### config.mk
export PLATFORM = sky130hd
export DESIGN_NAME = encoder_angle_incremental_pid_core
export DESIGN_NICKNAME = d
export VERILOG_FILES = /design/src/rtl/eaipid_pkg.sv /design/src/rtl/eaipid_ctrl.sv /design/src/rtl/eaipid_dp.sv /design/src/rtl/encoder_angle_incremental_pid_core.sv
export SDC_FILE = /design/constraint.sdc
export NUM_CORES = 2
export LEC_CHECK = 0
export ABC_CLOCK_PERIOD_IN_PS = 14300
export BUFFER_PORTS_ARGS = -buffer_cell sky130_fd_sc_hd__buf_2
export CAP_MARGIN = 15
export CORE_ASPECT_RATIO = 0.7
export CORE_UTILIZATION = 50
export CTS_CLUSTER_SIZE = 24
export DETAILED_ROUTE_END_ITERATION = 16
export PLACE_DENSITY = 0.7
export SLEW_MARGIN = 10
export SYNTH_ARGS = -nofsm -noshare
export SYNTH_HDL_FRONTEND = slang
export SYNTH_HIERARCHICAL = 1
export SYNTH_SLANG_ARGS = --single-unit
### constraint.sdc
create_clock -name clk -period 14.3 [get_ports clk]
set_input_delay 4.29 -clock clk [delete_from_list [all_inputs] [get_ports clk]]
set_output_delay 4.29 -clock clk [all_outputs]
set_load 0.02 [all_outputs]
### src/rtl/eaipid_pkg.sv
// Shared types and constants for the encoder angle PID core.
package eaipid_pkg;

    localparam int TARGET_W = 24;
    localparam int GAIN_W   = 16;
    localparam int DPC_W    = 16;
    localparam int ERR_W    = 25;
    localparam int ACC_W    = 40;
    localparam int DUTY_W   = 7;
    localparam int CFG_IDX_W  = 3;
    localparam int CFG_DATA_W = 24;
    localparam int MUL_A_W  = 33;
    localparam int MUL_B_W  = 17;
    localparam int PROD_W   = MUL_A_W + MUL_B_W;
    localparam int SUM_W    = 46;

    localparam logic [TARGET_W-1:0] ANGLE_MAX = {TARGET_W{1'b1}};
    localparam logic [DUTY_W-1:0]   DUTY_MAX  = 7'd100;

    localparam logic [TARGET_W-1:0] TARGET_RESET = 24'd92160;
    localparam logic [DPC_W-1:0]    DPC_RESET    = 16'd14043;

    // input opcodes
    localparam logic [1:0] OP_EDGE_C = 2'd0;
    localparam logic [1:0] OP_EDGE_D = 2'd1;
    localparam logic [1:0] OP_TICK   = 2'd2;
    localparam logic [1:0] OP_ZERO   = 2'd3;

    // configuration register indexes
    localparam logic [CFG_IDX_W-1:0] REG_GAIN_PROP  = 3'd0;
    localparam logic [CFG_IDX_W-1:0] REG_GAIN_INTEG = 3'd1;
    localparam logic [CFG_IDX_W-1:0] REG_GAIN_DERIV = 3'd2;
    localparam logic [CFG_IDX_W-1:0] REG_TARGET     = 3'd3;
    localparam logic [CFG_IDX_W-1:0] REG_DPC        = 3'd4;

    typedef enum logic [2:0] {
        ST_IDLE,
        ST_ANG,
        ST_ERR,
        ST_MP,
        ST_MI,
        ST_MD,
        ST_SUM,
        ST_ACC
    } state_t;

    typedef enum logic [1:0] {
        MUL_ANGLE,
        MUL_PROP,
        MUL_INTEG,
        MUL_DERIV
    } mul_sel_t;

    typedef struct packed {
        logic     cnt_step;
        logic     cnt_up;
        logic     cnt_clr;
        logic     mul_en;
        mul_sel_t mul_sel;
        logic     err_load;
        logic     sum_clr;
        logic     sum_add;
        logic     commit;
    } dp_cmd_t;

endpackage

### src/rtl/eaipid_ctrl.sv
// Sequencer for count updates and the control tick.
module eaipid_ctrl (
    input  logic                 clk,
    input  logic                 rst_n,
    input  logic                 in_valid,
    output logic                 in_stall,
    input  logic [1:0]           opcode,
    input  logic                 level_c,
    input  logic                 level_d,
    output logic                 out_valid,
    input  logic                 out_stall,
    output eaipid_pkg::dp_cmd_t  cmd
);

    eaipid_pkg::state_t state_reg;
    eaipid_pkg::state_t state_next;
    logic               out_valid_reg;
    logic               out_valid_next;
    logic               in_take;
    logic               same_lvl;
    logic               out_busy;

    assign in_stall  = (state_reg != eaipid_pkg::ST_IDLE);
    assign in_take   = in_valid && !in_stall;
    assign same_lvl  = (level_c == level_d);
    assign out_busy  = out_valid_reg && out_stall;
    assign out_valid = out_valid_reg;

    always_ff @(posedge clk or negedge rst_n)
    begin
        if (!rst_n)
        begin
            state_reg     <= eaipid_pkg::ST_IDLE;
            out_valid_reg <= 1'b0;
        end
        else
        begin
            state_reg     <= state_next;
            out_valid_reg <= out_valid_next;
        end
    end

    always_comb
    begin
        state_next = state_reg;
        case (state_reg)
            eaipid_pkg::ST_IDLE:
            begin
                if (in_take && opcode == eaipid_pkg::OP_TICK)
                    state_next = eaipid_pkg::ST_ANG;
            end
            eaipid_pkg::ST_ANG: state_next = eaipid_pkg::ST_ERR;
            eaipid_pkg::ST_ERR: state_next = eaipid_pkg::ST_MP;
            eaipid_pkg::ST_MP:  state_next = eaipid_pkg::ST_MI;
            eaipid_pkg::ST_MI:  state_next = eaipid_pkg::ST_MD;
            eaipid_pkg::ST_MD:  state_next = eaipid_pkg::ST_SUM;
            eaipid_pkg::ST_SUM: state_next = eaipid_pkg::ST_ACC;
            eaipid_pkg::ST_ACC:
            begin
                // hold until the output register can take the result
                if (!out_busy)
                    state_next = eaipid_pkg::ST_IDLE;
            end
            default: state_next = eaipid_pkg::ST_IDLE;
        endcase
    end

    always_comb
    begin
        cmd            = '0;
        cmd.mul_sel    = eaipid_pkg::MUL_ANGLE;
        out_valid_next = out_busy;
        case (state_reg)
            eaipid_pkg::ST_IDLE:
            begin
                if (in_take)
                begin
                    case (opcode)
                        eaipid_pkg::OP_EDGE_C:
                        begin
                            cmd.cnt_step = 1'b1;
                            cmd.cnt_up   = same_lvl;
                        end
                        eaipid_pkg::OP_EDGE_D:
                        begin
                            cmd.cnt_step = 1'b1;
                            cmd.cnt_up   = !same_lvl;
                        end
                        eaipid_pkg::OP_ZERO: cmd.cnt_clr = 1'b1;
                        default: ;
                    endcase
                end
            end
            eaipid_pkg::ST_ANG:
            begin
                cmd.mul_en  = 1'b1;
                cmd.mul_sel = eaipid_pkg::MUL_ANGLE;
            end
            eaipid_pkg::ST_ERR: cmd.err_load = 1'b1;
            eaipid_pkg::ST_MP:
            begin
                cmd.mul_en  = 1'b1;
                cmd.mul_sel = eaipid_pkg::MUL_PROP;
                cmd.sum_clr = 1'b1;
            end
            eaipid_pkg::ST_MI:
            begin
                cmd.mul_en  = 1'b1;
                cmd.mul_sel = eaipid_pkg::MUL_INTEG;
                cmd.sum_add = 1'b1;
            end
            eaipid_pkg::ST_MD:
            begin
                cmd.mul_en  = 1'b1;
                cmd.mul_sel = eaipid_pkg::MUL_DERIV;
                cmd.sum_add = 1'b1;
            end
            eaipid_pkg::ST_SUM: cmd.sum_add = 1'b1;
            eaipid_pkg::ST_ACC:
            begin
                if (!out_busy)
                begin
                    cmd.commit     = 1'b1;
                    out_valid_next = 1'b1;
                end
            end
            default: ;
        endcase
    end

`ifndef SYNTHESIS
    a_commit_sets_valid: assert property (@(posedge clk) disable iff (!rst_n)
        cmd.commit |=> out_valid_reg)
        else $error("result committed but output valid not raised");

    a_no_overwrite: assert property (@(posedge clk) disable iff (!rst_n)
        cmd.commit |-> !(out_valid_reg && out_stall))
        else $error("result committed over a held transaction");

    a_tick_starts: assert property (@(posedge clk) disable iff (!rst_n)
        (in_valid && !in_stall && opcode == eaipid_pkg::OP_TICK)
            |=> state_reg == eaipid_pkg::ST_ANG)
        else $error("accepted tick did not start the angle step");

    a_count_idle_only: assert property (@(posedge clk) disable iff (!rst_n)
        (cmd.cnt_step || cmd.cnt_clr) |-> (state_reg == eaipid_pkg::ST_IDLE && in_valid))
        else $error("count changed outside an accepted transaction");
`endif

endmodule

### src/rtl/eaipid_dp.sv
// Datapath: position counter, shared multiplier, PID accumulator and result registers.
module eaipid_dp #(
    parameter int COUNT_WIDTH = 32
) (
    input  logic                                   clk,
    input  logic                                   rst_n,
    input  eaipid_pkg::dp_cmd_t                    cmd,
    input  logic                                   cfg_we,
    input  logic [eaipid_pkg::CFG_IDX_W-1:0]       cfg_index,
    input  logic [eaipid_pkg::CFG_DATA_W-1:0]      cfg_data,
    output logic [eaipid_pkg::DUTY_W-1:0]          duty,
    output logic signed [eaipid_pkg::ACC_W-1:0]    control_value,
    output logic signed [eaipid_pkg::ERR_W-1:0]    angle_error,
    output logic [eaipid_pkg::TARGET_W-1:0]        measured_angle
);

    localparam int ERR_W  = eaipid_pkg::ERR_W;
    localparam int ACC_W  = eaipid_pkg::ACC_W;
    localparam int PROD_W = eaipid_pkg::PROD_W;
    localparam int SUM_W  = eaipid_pkg::SUM_W;
    localparam int DELTA_W = SUM_W - 8;

    // configuration
    logic [eaipid_pkg::GAIN_W-1:0]   kp_reg, ki_reg, kd_reg;
    logic [eaipid_pkg::TARGET_W-1:0] target_reg;
    logic [eaipid_pkg::DPC_W-1:0]    dpc_reg;

    // state
    logic [COUNT_WIDTH-1:0]     count_reg;
    logic signed [ERR_W-1:0]    e1_reg, e2_reg;
    logic signed [ACC_W-1:0]    acc_reg;

    // working registers
    logic signed [PROD_W-1:0]   prod_reg;
    logic                       sat_reg;
    logic [eaipid_pkg::TARGET_W-1:0] ang_reg;
    logic signed [ERR_W-1:0]    e_reg;
    logic signed [ERR_W:0]      d1_reg;
    logic signed [ERR_W+1:0]    d2_reg;
    logic signed [SUM_W-1:0]    sum_reg;

    // result registers
    logic [eaipid_pkg::DUTY_W-1:0]   duty_reg;
    logic signed [ACC_W-1:0]         ctl_reg;
    logic signed [ERR_W-1:0]         err_out_reg;
    logic [eaipid_pkg::TARGET_W-1:0] ang_out_reg;

    logic [COUNT_WIDTH-1:0]          mag;
    logic [63:0]                     mag64;
    logic signed [eaipid_pkg::MUL_A_W-1:0] mul_a;
    logic signed [eaipid_pkg::MUL_B_W-1:0] mul_b;
    logic signed [PROD_W-1:0]        prod;
    logic [eaipid_pkg::TARGET_W-1:0] ang_next;
    logic signed [ERR_W-1:0]         e_next;
    logic signed [DELTA_W-1:0]       delta;
    logic signed [ACC_W:0]           acc_wide;
    logic signed [ACC_W-1:0]         acc_next;
    logic [ACC_W-1:0]                acc_abs;
    logic [ACC_W-9:0]                duty_q;
    logic [eaipid_pkg::DUTY_W-1:0]   duty_next;

    // magnitude of the signed count; the most negative value maps to 2^(W-1)
    assign mag   = count_reg[COUNT_WIDTH-1] ? (~count_reg + 1'b1) : count_reg;
    assign mag64 = 64'(mag);

    always_comb
    begin
        mul_b = '0;
        case (cmd.mul_sel)
            eaipid_pkg::MUL_ANGLE:
            begin
                mul_a = {1'b0, mag64[31:0]};
                mul_b = {1'b0, dpc_reg};
            end
            eaipid_pkg::MUL_PROP:
            begin
                mul_a = {{(eaipid_pkg::MUL_A_W-ERR_W-1){d1_reg[ERR_W]}}, d1_reg};
                mul_b = {1'b0, kp_reg};
            end
            eaipid_pkg::MUL_INTEG:
            begin
                mul_a = {{(eaipid_pkg::MUL_A_W-ERR_W){e_reg[ERR_W-1]}}, e_reg};
                mul_b = {1'b0, ki_reg};
            end
            eaipid_pkg::MUL_DERIV:
            begin
                mul_a = {{(eaipid_pkg::MUL_A_W-ERR_W-2){d2_reg[ERR_W+1]}}, d2_reg};
                mul_b = {1'b0, kd_reg};
            end
            default:
            begin
                mul_a = '0;
                mul_b = '0;
            end
        endcase
    end

    assign prod = mul_a * mul_b;

    // angle from the registered product, saturated to 24 bits
    assign ang_next = (sat_reg || (|prod_reg[47:32])) ? eaipid_pkg::ANGLE_MAX
                                                      : prod_reg[31:8];
    assign e_next = $signed({1'b0, target_reg}) - $signed({1'b0, ang_next});

    // floor of sum / 256, then a saturating add into the accumulator
    assign delta    = sum_reg[SUM_W-1:8];
    assign acc_wide = {acc_reg[ACC_W-1], acc_reg}
                    + {{(ACC_W+1-DELTA_W){delta[DELTA_W-1]}}, delta};
    always_comb
    begin
        if (acc_wide[ACC_W] != acc_wide[ACC_W-1])
            acc_next = acc_wide[ACC_W] ? {1'b1, {(ACC_W-1){1'b0}}}
                                       : {1'b0, {(ACC_W-1){1'b1}}};
        else
            acc_next = acc_wide[ACC_W-1:0];
    end
    assign acc_abs   = acc_next[ACC_W-1] ? (~acc_next + 1'b1) : acc_next;
    assign duty_q    = acc_abs[ACC_W-1:8];
    assign duty_next = (duty_q > {{(ACC_W-8-eaipid_pkg::DUTY_W){1'b0}}, eaipid_pkg::DUTY_MAX})
                     ? eaipid_pkg::DUTY_MAX : duty_q[eaipid_pkg::DUTY_W-1:0];

    always_ff @(posedge clk or negedge rst_n)
    begin
        if (!rst_n)
        begin
            kp_reg     <= '0;
            ki_reg     <= '0;
            kd_reg     <= '0;
            target_reg <= eaipid_pkg::TARGET_RESET;
            dpc_reg    <= eaipid_pkg::DPC_RESET;
        end
        else if (cfg_we)
        begin
            case (cfg_index)
                eaipid_pkg::REG_GAIN_PROP:  kp_reg     <= cfg_data[eaipid_pkg::GAIN_W-1:0];
                eaipid_pkg::REG_GAIN_INTEG: ki_reg     <= cfg_data[eaipid_pkg::GAIN_W-1:0];
                eaipid_pkg::REG_GAIN_DERIV: kd_reg     <= cfg_data[eaipid_pkg::GAIN_W-1:0];
                eaipid_pkg::REG_TARGET:     target_reg <= cfg_data;
                eaipid_pkg::REG_DPC:        dpc_reg    <= cfg_data[eaipid_pkg::DPC_W-1:0];
                default: ;
            endcase
        end
    end

    always_ff @(posedge clk or negedge rst_n)
    begin
        if (!rst_n)
        begin
            count_reg <= '0;
            e1_reg    <= '0;
            e2_reg    <= '0;
            acc_reg   <= '0;
        end
        else
        begin
            if (cmd.cnt_clr)
                count_reg <= '0;
            else if (cmd.cnt_step)
                count_reg <= cmd.cnt_up ? count_reg + 1'b1 : count_reg - 1'b1;
            if (cmd.commit)
            begin
                acc_reg <= acc_next;
                e2_reg  <= e1_reg;
                e1_reg  <= e_reg;
            end
        end
    end

    always_ff @(posedge clk)
    begin
        if (cmd.mul_en)
            prod_reg <= prod;
        if (cmd.mul_en && cmd.mul_sel == eaipid_pkg::MUL_ANGLE)
            sat_reg <= (|mag64[63:32]) && (dpc_reg != '0);
        if (cmd.err_load)
        begin
            ang_reg <= ang_next;
            e_reg   <= e_next;
            d1_reg  <= {e_next[ERR_W-1], e_next} - {e1_reg[ERR_W-1], e1_reg};
            d2_reg  <= {{2{e_next[ERR_W-1]}}, e_next}
                     - {e1_reg[ERR_W-1], e1_reg, 1'b0}
                     + {{2{e2_reg[ERR_W-1]}}, e2_reg};
        end
        if (cmd.sum_clr)
            sum_reg <= '0;
        else if (cmd.sum_add)
            sum_reg <= sum_reg + prod_reg[SUM_W-1:0];
        if (cmd.commit)
        begin
            duty_reg    <= duty_next;
            ctl_reg     <= acc_next;
            err_out_reg <= e_reg;
            ang_out_reg <= ang_reg;
        end
    end

    assign duty           = duty_reg;
    assign control_value  = ctl_reg;
    assign angle_error    = err_out_reg;
    assign measured_angle = ang_out_reg;

endmodule

### src/rtl/encoder_angle_incremental_pid_core.sv
// Top level: quadrature position counter with incremental angle PID controller.
// Edge and zero-count transactions produce no result. A control tick is accepted
// in idle and then stalls the input for seven sequencer steps; its result is
// committed in the last step, which waits while the output is held. A single
// shared 33x17 multiplier serves in turn the angle and the three gain products.
// Reset clears the count, error history, accumulator and output valid, and
// loads the register defaults (gains 0, target 92160, degrees_per_count 14043).
module encoder_angle_incremental_pid_core #(
    parameter int COUNT_WIDTH = 32
) (
    input  logic                                   clk,
    input  logic                                   rst_n,
    input  logic                                   in_valid,
    output logic                                   in_stall,
    input  logic [1:0]                             opcode,
    input  logic                                   level_c,
    input  logic                                   level_d,
    output logic                                   out_valid,
    input  logic                                   out_stall,
    output logic [eaipid_pkg::DUTY_W-1:0]          duty,
    output logic signed [eaipid_pkg::ACC_W-1:0]    control_value,
    output logic signed [eaipid_pkg::ERR_W-1:0]    angle_error,
    output logic [eaipid_pkg::TARGET_W-1:0]        measured_angle,
    input  logic                                   cfg_valid,
    output logic                                   cfg_ready,
    input  logic [eaipid_pkg::CFG_IDX_W-1:0]       cfg_index,
    input  logic [eaipid_pkg::CFG_DATA_W-1:0]      cfg_data
);

    eaipid_pkg::dp_cmd_t cmd;

    // registers are plain flops, always ready
    assign cfg_ready = 1'b1;

    eaipid_ctrl u_ctrl (
        .clk       (clk),
        .rst_n     (rst_n),
        .in_valid  (in_valid),
        .in_stall  (in_stall),
        .opcode    (opcode),
        .level_c   (level_c),
        .level_d   (level_d),
        .out_valid (out_valid),
        .out_stall (out_stall),
        .cmd       (cmd)
    );

    eaipid_dp #(
        .COUNT_WIDTH (COUNT_WIDTH)
    ) u_dp (
        .clk            (clk),
        .rst_n          (rst_n),
        .cmd            (cmd),
        .cfg_we         (cfg_valid && cfg_ready),
        .cfg_index      (cfg_index),
        .cfg_data       (cfg_data),
        .duty           (duty),
        .control_value  (control_value),
        .angle_error    (angle_error),
        .measured_angle (measured_angle)
    );

endmodule

==> results by group <==
STA
  – Period utilization: 0.816
  – Setup TNS: 0 ns
  – Relative slew slack: 0.158
  – Slew @ Worst Pin: 1.26 ns
  – Fmax: 85.7 MHz
  – Final Slew Violations: 0
  – # setup viols final: 0
  – Final Hold Fails: 0
  – RSZ-0062 raised after global routing: no
  – Skew final: 0.0513 ns
  – Tmin final: 11.67 ns
  – Hold WS: 0.416 ns

Final layout
  – Post-layout util: 0.548
  – Ratio of cells with drive above 1 in the final layout: 0.112
  – Fillcell total: 8459
  – Max reg flops: 48
  – Area Overhead vs Synth: 8.27%
  – Nets: 6009

Routing
  – Starting DRT DRC Count: 3931
  – Post-DRT Antenna Nets: 0
  – Vias/cell: 5.85
  – First-pass detailed-route iteration total: 6
  – Vias: 37.7k
  – Drt wl/cell: 21.8 µm
  – Detailed Route WL: 141 mm
  – Drt drc: 0

Global routing
  – GRT Overall Usage: 0.289
  – Total grt overflow: 0
  – Largest net degree at the start of global routing: 142
  – First-pass GRT wire length: 220 mm
  – Antenna violations before repair: 6
  – Number of global-route vias before repair: 37.0k

Min path
  – Worst hold path type: flop to flop

Critical path
  – CP Data Arrival Time: 12.03 ns
  – CP required: 14.66 ns
  – FF-to-FF path depth: 31
  – Slowest CP cell: o31ai_1
  – Top delay family on crit path: compound AO/OA/AOI/OAI gates
  – Worst setup SP type: flop
  – Reg-to-Reg End: u_dp/prod_reg[47]
  – R2R setup slack: 2.63 ns
  – Crit path top cell by count: fa_1
  – Worst path bufs/invs: 5
  – Highest cell delay on the worst timing path: 0.94 ns
  – Crit. End Element: flop
  – RR Startpoint: u_ctrl/state_reg[2]
  – WS Path Type: flop to flop
  – Worst setup path start: u_ctrl/state_reg[2]
  – CP endpoint: u_dp/prod_reg[47]
  – CP Max Fanout: 75
  – Worst path depth: 31

Yosys
  – Share of the synthesized area in the top cell type: 0.214
  – Compound-Gate Fraction of Synth Area: 0.116
  – Gate Count Post-Synth: 5071
  – Post-synthesis mux area share: 0.0557
  – Area share of fa/ha/maj cells after synthesis: 0.293
  – Most frequent cell after synthesis: inv_1
  – Synthesized area: 48700 µm²
  – Ys flop type: edfxtp_1
  – Yosys top cell by area: fa_1
  – Synth Area per Inst: 9.60 µm²
  – Synthesized flop and latch total: 506
  – Yosys warning total: 6
  – Synth cell types: 109
  – Syn Nets: 5935
  – Most instantiated cells after synthesis: 717 x inv_1, 563 x nor2_1, 521 x fa_1
  – Largest family of logic cells by synthesized area: adder cells
  – Sequential share of the synthesized area: 0.281
  – Synth Area in XOR/XNOR: 0.0422
  – Synth area leaders: fa_1 21%, edfxtp_1 15%, dfrtp_1 10%
  – Post-synthesis simple-gate area fraction: 0.142
  – Ys async rst share: 0.423
  – EDFF count, synth: 246

Clock tree
  – Clock tree from TritonCTS: done
  – Clk root buf: clkbuf_16
  – # hold bufs at CTS: 0
  – CTS max path bufs: 3
  – CTS sink count: 506
  – Reg clk slew, reported paths: 0.06 ns
  – Post-CTS sizing: 0
  – Worst skew pair latency: 0.67 ns
  – Post-CTS setup buffers: 0
  – CTS H-tree depth: 2
  – Num CTS Buffers: 54

Placement
  – Buffers on Ports: 133
  – DP Wirelength: 111 mm
  – RePlAce Congestion: 1.03

Outcome
  – Status: complete, no violations

Floorplan
  – Initial core utilization: 0.506
  – Rows: 95
  – # IOs: 135
  – Die width: 375 µm
  – Die area: 98600 µm²
  – Core Region: 96200 µm²
  – Die Y-Extent: 263 µm

Run
  – Max Cap Viol: 0
==> metrics by stage <==
| stage | cells | area [µm²] | worst slack [ns] |
|---|---|---|---|
| finish | 6455 | 52700 | 2.63 |
| global route | 6453 | 52700 | 2.07 |
| detailed placement | 6347 | 50800 | 2.92 |
| floorplan | 5071 | 48700 | 4.13 |
| global placement | 6347 | 50800 | 3.24 |
| CTS | 6449 | 52700 | 2.87 |
==> worst reg2reg max path: cells and delay by family, from the launching register on <==
family | cells | cell delay [ns]
AOI/OAI and AO/OA | 14 | 4.90
adders and majority gates | 7 | 3.53
buffers and inverters | 5 | 1.42
and+or+nand+nor | 4 | 0.76
DFF | 1 | 0.65
xor gates and xnor gates | 1 | 0.13
==> layout by cell type (no fill, tap or decap), drive strengths merged, types with 73 or more instances in the layout <==
cell      n
inv     727
nor2    563
fa      521
nand2   457
ha      307
edfxtp  246
a21oi   210
o21ai   207
dfrtp   200
buf     190
mux2    167
xnor2   162
mux2i    74
a21o     73
==> worst min path at each step <==
stage                                 from                      end  depth (start not counted)
final                     u_dp/ang_reg[10]  u_dp/measured_angle[10]                          0
after global routing       u_dp/ang_reg[1]   u_dp/measured_angle[1]                          0
after CTS                 u_dp/ang_reg[10]  u_dp/measured_angle[10]                          0
after detailed placement  u_dp/ang_reg[10]  u_dp/measured_angle[10]                          0
after global placement     u_dp/ang_reg[4]   u_dp/measured_angle[4]                          0
after floorplan            u_dp/ang_reg[0]   u_dp/measured_angle[0]                          0
==> per-layer routing <==
layer  up-vias  track usage  share of wire
li1      17050            -              -
met1     18687        0.439           0.45
met2      1809        0.401           0.40
met3       193       0.0895           0.13
met4         2       0.0615          0.021
met5         -            0       0.000085
==> cell type report <==
class                      count  area (µm²)  area share
multi-input combinational   3672       31800       0.603
sequential                   506       13700       0.260
inverter                     720        2700      0.0513
tap                         1261        1580      0.0299
clock buffer                  66        1430      0.0271
timing repair buffer         191        1130      0.0214
clock inverter                36         408     0.00774
antenna                        3        7.51    0.000142
==> cell families (layout without fill, tap and decap cells) <==
group | Yosys count | after routing
other cells | 1 | 4
compound gates | 860 | 860
mux | 245 | 245
fa+ha+maj | 828 | 828
simple gates | 1505 | 1505
flops | 506 | 506
xor+xnor | 233 | 233
buf+inv | 893 | 1013
Power is not shown: default switching activity piles up to over one toggle a cycle in this logic, so the estimate is an artifact.
